[src/rtl/core/b64e_pkg.sv]
package b64e_pkg;

    localparam int CharW = 8;
    localparam int SymW  = 6;
    localparam int GplW  = 6;
    localparam int CfgDataW = GplW;

    typedef enum logic [0:0] {
        CFG_WRAP_EN = 1'b0,
        CFG_GPL     = 1'b1
    } t_cfg_idx;

    localparam logic            WrapEnRst = 1'b1;
    localparam logic [GplW-1:0] GplRst    = 6'd19;

    localparam logic [CharW-1:0] ChrPad = 8'h3D;
    localparam logic [CharW-1:0] ChrCr  = 8'h0D;
    localparam logic [CharW-1:0] ChrLf  = 8'h0A;
    localparam logic [CharW-1:0] ChrUpA = 8'h41;
    localparam logic [CharW-1:0] ChrLoA = 8'h61;
    localparam logic [CharW-1:0] Chr0   = 8'h30;
    localparam logic [CharW-1:0] ChrPls = 8'h2B;
    localparam logic [CharW-1:0] ChrSls = 8'h2F;
    localparam logic [CharW-1:0] ChrLoZ = 8'h7A;
    localparam logic [CharW-1:0] ChrUpZ = 8'h5A;
    localparam logic [CharW-1:0] Chr9   = 8'h39;

    // Bytes already taken in the current three-byte group.
    localparam logic [1:0] PosFirst  = 2'd0;
    localparam logic [1:0] PosSecond = 2'd1;
    localparam logic [1:0] PosThird  = 2'd2;

    typedef struct packed {
        logic [1:0]      pos;
        logic [3:0]      held;
        logic [GplW-1:0] line_groups;
    } t_enc_state;

    // Characters caused by one input byte; lst is the index of the last one.
    typedef struct packed {
        logic [3:0][CharW-1:0] chars;
        logic [1:0]            lst;
    } t_bundle;

    function automatic logic [CharW-1:0] sym(input logic [SymW-1:0] v);
        logic [CharW-1:0] w;
        w = {2'b00, v};
        if (v < 6'd26) begin
            sym = ChrUpA + w;
        end else if (v < 6'd52) begin
            sym = ChrLoA + w - 8'd26;
        end else if (v < 6'd62) begin
            sym = Chr0 + w - 8'd52;
        end else if (v == 6'd62) begin
            sym = ChrPls;
        end else begin
            sym = ChrSls;
        end
    endfunction

endpackage

[src/rtl/core/b64e_expand.sv]
module b64e_expand (
    input  logic [7:0]                 i_byte,
    input  logic                       i_last,
    input  logic                       i_wrap_en,
    input  logic [b64e_pkg::GplW-1:0]  i_gpl,
    input  b64e_pkg::t_enc_state       i_state,
    output b64e_pkg::t_enc_state       o_state,
    output b64e_pkg::t_bundle          o_bundle
);
    import b64e_pkg::*;

    logic w_line_full;

    assign w_line_full = i_wrap_en &&
        (({1'b0, i_state.line_groups} + 7'd1) >= {1'b0, i_gpl});

    always_comb begin
        o_state  = i_state;
        o_bundle = '0;
        unique case (i_state.pos)
            PosSecond: begin
                o_bundle.chars[0] = sym({i_state.held[1:0], i_byte[7:4]});
                o_bundle.lst      = 2'd0;
                o_state.held      = i_byte[3:0];
                o_state.pos       = PosThird;
                if (i_last) begin
                    o_bundle.chars[1] = sym({i_byte[3:0], 2'b00});
                    o_bundle.chars[2] = ChrPad;
                    o_bundle.lst      = 2'd2;
                end
            end
            PosThird: begin
                o_bundle.chars[0] = sym({i_state.held, i_byte[7:6]});
                o_bundle.chars[1] = sym(i_byte[5:0]);
                o_state.held      = 4'd0;
                o_state.pos       = PosFirst;
                if (w_line_full) begin
                    o_bundle.chars[2]   = ChrCr;
                    o_bundle.chars[3]   = ChrLf;
                    o_bundle.lst        = 2'd3;
                    o_state.line_groups = '0;
                end else begin
                    o_bundle.lst        = 2'd1;
                    o_state.line_groups = i_state.line_groups + 6'd1;
                end
            end
            default: begin
                // The unused position code behaves as the start of a group.
                o_bundle.chars[0] = sym(i_byte[7:2]);
                o_bundle.lst      = 2'd0;
                o_state.held      = {2'b00, i_byte[1:0]};
                o_state.pos       = PosSecond;
                if (i_last) begin
                    o_bundle.chars[1] = sym({i_byte[1:0], 4'b0000});
                    o_bundle.chars[2] = ChrPad;
                    o_bundle.chars[3] = ChrPad;
                    o_bundle.lst      = 2'd3;
                end
            end
        endcase
        if (i_last) begin
            o_state = '0;
        end
    end

endmodule

[src/rtl/core/base64_encoder_line_wrap.sv]
// Channel | Direction | Handshake               | Payload
// input   | in        | i_in_valid / o_in_stall | i_data_byte, i_last_byte
// output  | out       | o_out_valid / i_out_stall | o_out_char, o_out_last
// config  | in        | i_cfg_we                | i_cfg_idx, i_cfg_data
//
// A byte is expanded into one to four characters in the cycle it is accepted and
// held in a character buffer; the output register sends one character per cycle
// while the output is not stalled. A byte therefore occupies the output for each
// of its characters in turn, and the next byte enters while the last character of
// the previous one moves to the output register.
// Reset (synchronous, active low) clears the group state and restores the registers.
// A stall on the output holds the output register and, once the buffer is full,
// stalls the input.
module base64_encoder_line_wrap (
    input  logic                               i_clk,
    input  logic                               i_rst_n,
    input  logic                               i_cfg_we,
    input  b64e_pkg::t_cfg_idx                 i_cfg_idx,
    input  logic [b64e_pkg::CfgDataW-1:0]      i_cfg_data,
    input  logic                               i_in_valid,
    output logic                               o_in_stall,
    input  logic [7:0]                         i_data_byte,
    input  logic                               i_last_byte,
    output logic                               o_out_valid,
    input  logic                               i_out_stall,
    output logic [b64e_pkg::CharW-1:0]         o_out_char,
    output logic                               o_out_last
);
    import b64e_pkg::*;

    logic            r_wrap_en;
    logic [GplW-1:0] r_gpl;
    t_enc_state      r_state;
    t_enc_state      n_state;
    t_bundle         r_bnd;
    t_bundle         n_bnd;
    logic            r_bnd_valid;
    logic [1:0]      r_bnd_idx;
    logic            r_out_valid;
    logic [CharW-1:0] r_out_char;
    logic            r_out_last;

    logic w_load;
    logic w_bnd_done;
    logic w_in_acc;

    b64e_expand u_expand (
        .i_byte    (i_data_byte),
        .i_last    (i_last_byte),
        .i_wrap_en (r_wrap_en),
        .i_gpl     (r_gpl),
        .i_state   (r_state),
        .o_state   (n_state),
        .o_bundle  (n_bnd)
    );

    assign w_load     = !r_out_valid || !i_out_stall;
    assign w_bnd_done = w_load && r_bnd_valid && (r_bnd_idx == r_bnd.lst);
    assign o_in_stall = r_bnd_valid && !w_bnd_done;
    assign w_in_acc   = i_in_valid && !o_in_stall;

    always_ff @(posedge i_clk) begin
        if (!i_rst_n) begin
            r_wrap_en   <= WrapEnRst;
            r_gpl       <= GplRst;
            r_state     <= '0;
            r_bnd_valid <= 1'b0;
            r_bnd_idx   <= 2'd0;
            r_out_valid <= 1'b0;
        end else begin
            if (i_cfg_we) begin
                unique case (i_cfg_idx)
                    CFG_WRAP_EN: r_wrap_en <= i_cfg_data[0];
                    CFG_GPL:     r_gpl     <= i_cfg_data[GplW-1:0];
                    default:     r_gpl     <= r_gpl;
                endcase
            end
            if (w_load) begin
                r_out_valid <= r_bnd_valid;
            end
            if (w_in_acc) begin
                r_state     <= n_state;
                r_bnd_valid <= 1'b1;
                r_bnd_idx   <= 2'd0;
            end else if (w_bnd_done) begin
                r_bnd_valid <= 1'b0;
            end else if (w_load && r_bnd_valid) begin
                r_bnd_idx <= r_bnd_idx + 2'd1;
            end
        end
    end

    always_ff @(posedge i_clk) begin
        if (w_in_acc) begin
            r_bnd <= n_bnd;
        end
        if (w_load && r_bnd_valid) begin
            r_out_char <= r_bnd.chars[r_bnd_idx];
            r_out_last <= (r_bnd_idx == r_bnd.lst);
        end
    end

    assign o_out_valid = r_out_valid;
    assign o_out_char  = r_out_char;
    assign o_out_last  = r_out_last;

endmodule

[config.mk]
export PLATFORM = sky130hd
export DESIGN_NAME = base64_encoder_line_wrap
export DESIGN_NICKNAME = d
export VERILOG_FILES = /design/src/rtl/core/b64e_pkg.sv /design/src/rtl/core/b64e_expand.sv /design/src/rtl/core/base64_encoder_line_wrap.sv
export SDC_FILE = /design/constraint.sdc
export NUM_CORES = 1
export LEC_CHECK = 0
export ABC_AREA = 1
export CAP_MARGIN = 30
export CORE_ASPECT_RATIO = 1.75
export CORE_MARGIN = 4
export CORE_UTILIZATION = 65
export DETAILED_ROUTE_END_ITERATION = 16
export DONT_BUFFER_PORTS = 1
export PLACE_DENSITY = 0.81
export SLEW_MARGIN = 0
export SYNTH_ARGS = -nofsm -noshare
export SYNTH_HDL_FRONTEND = slang
export SYNTH_SLANG_ARGS = --single-unit
[constraint.sdc]
create_clock -name i_clk -period 2.2 [get_ports i_clk]
set_clock_uncertainty 0.05 [all_clocks]
set_input_delay 0.11 -clock i_clk [delete_from_list [all_inputs] [get_ports i_clk]]
set_output_delay 0.11 -clock i_clk [all_outputs]
set_load 0.01 [all_outputs]
== Yosys cells after proc, flatten, opt, wreduce, memory -nomap -nowiden ==
Cells that the tools add are included.
Operators by class
  reductions and logical operators: 17
  equal/unequal tests: 7
  muxes and demuxes: 38
  order comparisons: 20
  bitwise operators: 3
  $add $sub $neg: 33
Operators with widths (number)
  $mux 8: 19
  $add 7x6->8 const A: 12
  $lt 6x6->1 const B: 12
  $pmux 26 s2: 1
  $sub 8x5->8 const B: 6
  $sub 8x6->8 const B: 6
  $add 6x6->7 const A: 6
  $lt 6x5->1 const B: 6
  $eq 6x6->1 const B: 4
  $mux 12: 2
  $pmux 6 s2: 2
  $mux 22: 1
  $bmux 8 s2: 1
  $mux 14: 1
  $mux 3: 4
  $mux 6: 2
  $reduce_and 2->1: 4
  $add 6x1->7 const B: 1
  $ge 7x6->1: 1
  $add 6x1->6 const B: 1
  $mux 2: 3
  $logic_and 1x1->1: 5
  $logic_not 1->1: 4
  $reduce_bool 2->1: 2
  9 further kinds: 12
Word-level totals
  flip-flop bits (word level): 66
  output and inout bits: 11
  input bits: 21

== Logic depth before layout (Yosys ltp) ==
  word-level depth: 9
  depth in mapped cells: 14

== Cells and area by module ==
Synthesis repeated with hierarchy kept, for this count alone.
Second synthesis, totals
  cells, all modules: 721
  area, all modules: 5124.9 um2
By module, submodules not included
  b64e_expand: area each 2566.2 um2, instances 1, seq. area each 0.0 um2, cells each 487
  base64_encoder_line_wrap: area each 2558.7 um2, instances 1, seq. area each 1751.7 um2, cells each 234

== Worst setup path before layout ==
No wires, ideal clock.
  path kind: reg2reg
  start: register r_state[0] in the netlist's numbering
  end: register r_bnd[21] in the netlist's numbering (data pin)
  path slack: 277 ps
  cell stages (with the launch flop): 12
  arrival: 1610 ps
  clock period less this slack: 1923 ps
  library setup time: 263 ps
  buffers on the path: 0
  path through: dfxtp_1 ha_1 nand3_1 xor2_1 inv_1 ha_1 a21oi_1 o21bai_1 nor2_1 nand2_1 nand3_1 o21ai_0
On the way
  cells in the longest elaborated chain, start to end: 5
RTL lines
  start: declaration: line base64_encoder_line_wrap.sv:33  | t_enc_state r_state;
  start signal: assignment: line base64_encoder_line_wrap.sv:82  | r_state <= n_state;
  $add 6x1->7: line b64e_expand.sv:15  | (({1'b0, i_state.line_groups} + 7'd1) >= {1'b0, i_gpl});
  $ge 7x6->1: line b64e_expand.sv:15
  $logic_and 1x1->1: line b64e_expand.sv:14  | assign w_line_full = i_wrap_en &&
  $mux 12: line b64e_expand.sv:37  | if (w_line_full) begin
  $pmux 26 s2: line b64e_expand.sv:20  | unique case (i_state.pos)
  end signal: assignment: line base64_encoder_line_wrap.sv:95  | r_bnd <= n_bnd;
  end: declaration: line base64_encoder_line_wrap.sv:35  | t_bundle r_bnd;
Every way passes these cells.
A chain may end at the register's enable or synchronous reset.

== Final worst setup path ==
Same ends and word-level chain as after synthesis.

==> results.tsv <==
metric	value	unit
status	finished, violations left	
failing checks	negative hold slack	
Logic pwr share	21.5	%
Post-Syn Instances	647	
vias in the first global route	4366	
Max Slew Vio Count	0	
initial antenna violation count	0	
max cap viols	0	
WL final	12800	um
min Tclk post-route	2.07	ns
nature of the critical path startpoint	flip-flop	
CP Capture Type	flip-flop	
Antenna diodes	0	
Placed Area	4660	um2
Die H	119	um
critical-path maximum fanout	4	
CTS root buffer	clkbuf_16	
vias per inst	5.99	
fill cell count	558	
H-tree Lvls	2	
CTS sink cnt	54	
register area share after synthesis	30.6	%
part of the cycle the worst path needs	94.2	%
Post-DRT Antenna Nets	0	
wire per inst	17.1	um
fmax	482	MHz
Worst-Skew Late Latency	0.29	ns
post-route cell area	4990	um2
Mapped Nets	705	
total grt overflow	0	
Core Area	6860	um2
CTS tree	done	
Die Span X	71.2	um
hold_ws	-0.000143	ns
ys flop type	edfxtp_1	
Area contributors post-synth	edfxtp_1 20%, nand2_1 13%, ha_1 10%	
Hold Violations, Final	1	
Die Area	8450	um2
setup bufs post-CTS	0	
dpl hpwl	9800	um
Yosys top cell by area	edfxtp_1	
layout cell share with drive strength beyond 1	10.9	%
DR pass1 iterations	5	
register share of total power	48.3	%
Num CTS Buffers	5	
clock-pin slew on the worst setup and hold paths	0.07	ns
Via Count	4474	
PwrDens	498	nW/um2
Post-synth EDFFs	31	
Synth top area share	20.5	%
clk buf depth	2	
Tightest Pin Transition	0.426	ns
Syn Area/Cell	7.03	um2
TNS Setup	0	ns
Crit path required time	2.19	ns
CP arrival	2.06	ns
R2R setup slack	0.13	ns
Net Sw Frac	29.1	%
Remaining DRCs	0	
Int Power	1.76	mW
cell leakage power	2.19	nW
# setup viols final	0	
Peak supply drop	0.338	mV
commonest cells in the synthesized netlist	159 x nand2_1, 72 x inv_1, 59 x nand3_1	
first-pass GRT wire length	20400	um
routability congestion estimate	0.969	
largest net degree at the start of global routing	24	
top-count cell post-synth	nand2_1	
Post-synth ARST share	0	%
clock share of power	30.2	%
fin nets	720	
post-synthesis cell area	4550	um2
Rows	40	
Tot GR Track Use	30.0	%
YS warnings	0	
PortBufs	0	
Starting Density	66.3	%
Layout area overhead	9.74	%
WS Path Type	flip-flop to flip-flop	
worst min path class	input pin to flip-flop	
post-synth cell types	42	
P_sw	0.723	mW
Seq cells post-synth	54	
IO Pins	32	
initial drt markers	263	
Rel. slew slack	71.6	%
-- sequential cells by signal, indices dropped and copies added, names as in the netlist --
register and count:
o_out_last 1, r_wrap_en 1, o_out_char 8, r_bnd 22, o_out_valid 1, r_gpl 6, r_bnd_valid 1, r_state 12
r_bnd_idx 2
-- cell usage in the layout, fill, tap and decap left out, drive strengths merged --
| cell | netlist | routed |
|---|---|---|
| a21oi | 38 | 38 |
| a31oi | 6 | 6 |
| and3 | 1 | 1 |
| buf | 14 | 15 |
| clkbuf | 5 | 8 |
| clkinv | 1 | 1 |
| dfxtp | 23 | 23 |
| dlygate4sd3 | 0 | 12 |
| edfxtp | 31 | 31 |
| ha | 37 | 37 |
| inv | 86 | 86 |
| nand2 | 163 | 163 |
| nand3 | 61 | 61 |
| nand3b | 2 | 2 |
| nand4 | 9 | 9 |
| nor2 | 52 | 52 |
| nor3 | 5 | 5 |
| nor3b | 1 | 1 |
| o2111ai | 1 | 1 |
| o211ai | 15 | 15 |
| o21ai | 65 | 65 |
| o21bai | 1 | 1 |
| o22ai | 8 | 8 |
| o311ai | 1 | 1 |
| o31ai | 1 | 1 |
| or2 | 2 | 2 |
| xnor2 | 2 | 2 |
| xor2 | 16 | 16 |
-- critical path, cell delays in order (launching register included) --
cell      delay, ns
dfxtp_2        0.37
ha_2           0.21
nand3_2        0.11
xor2_1         0.16
inv_1          0.11
ha_4           0.22
a21oi_2        0.12
o21bai_1       0.07
nor2_1         0.13
nand2_2        0.10
nand3_2        0.08
o21ai_0        0.08
-- cell families after synthesis --
group | synth area share (%)
XOR/XNOR | 3.47
AND/OR/NAND/NOR | 29.5
AO/OA/AOI/OAI | 16.8
buffers and inverters | 9.47
flip-flops | 30.6
adder cells (fa/ha/maj) | 10.2
-- worst paths after layout --
kind,cells after the start,startpoint,to
setup / recovery,11,r_state[0]$_SDFFE_PN0P_,r_bnd[21]$_DFFE_PP_
hold / removal,2,i_out_stall,o_out_valid$_SDFFE_PN0N_
setup reg to reg,11,r_state[0]$_SDFFE_PN0P_,r_bnd[21]$_DFFE_PP_
hold reg to reg,2,r_gpl[2]$_SDFFE_PN0P_,r_gpl[2]$_SDFFE_PN0P_
-- power by group through the flow --
stage	clock network [mW]	registers, mW	logic [mW]
6_report	0.751	1.20	0.534
2_1_floorplan	0	1.20	0.394
3_5_place_dp	0	1.22	0.493
4_1_cts	0.753	1.20	0.519
3_3_place_gp	0	1.22	0.479
5_1_grt	0.790	1.20	0.595
-- routing by layer --
| metal | wire [um] | share of wire (%) | GRT usage (%) | vias to the layer above |
|---|---|---|---|---|
| li1 | - | - | - | 2193 |
| met1 | 4730 | 37 | 32.9 | 2047 |
| met2 | 6790 | 53 | 52.9 | 173 |
| met3 | 588 | 4.6 | 3.57 | 61 |
| met4 | 674 | 5.3 | 18.7 | 0 |
| met5 | 0 | 0 | 0 | - |
-- cell type report --
cell class / instances / area, um2 / share of cell area (%)
Sequential cell: 54 / 1400 / 28.0
Tap cell: 84 / 105 / 2.11
Timing Repair Buffer: 27 / 233 / 4.67
Multi-Input combinational cell: 487 / 2790 / 55.9
Inverter: 87 / 329 / 6.60
Clock buffer: 8 / 136 / 2.73
-- through the flow --
step	cells	worst slack [ns]	power (mW)	hold slack [ns]	util (%)
after floorplan	647	0.277	1.60	0.173	-
after global placement	727	0.181	1.70	0.149	68.0
after detailed placement	727	0.0449	1.71	0.153	68.0
after CTS	747	0.0122	2.47	0.00139	71.8
after global routing	747	-0.0165	2.59	0.0133	72.8
final	747	0.127	2.48	-0.000143	72.8
-- what timing repair did --
| item | CTS | global route |
|---|---|---|
| setup endpoints to repair | 2 | 12 |
| hold buffers | 12 | 0 |
| gates resized for setup | 1 | 17 |
| hold endpoints to repair | 19 | 0 |
| pin swaps | 0 | 3 |
Power figures use the tool's default switching activity.
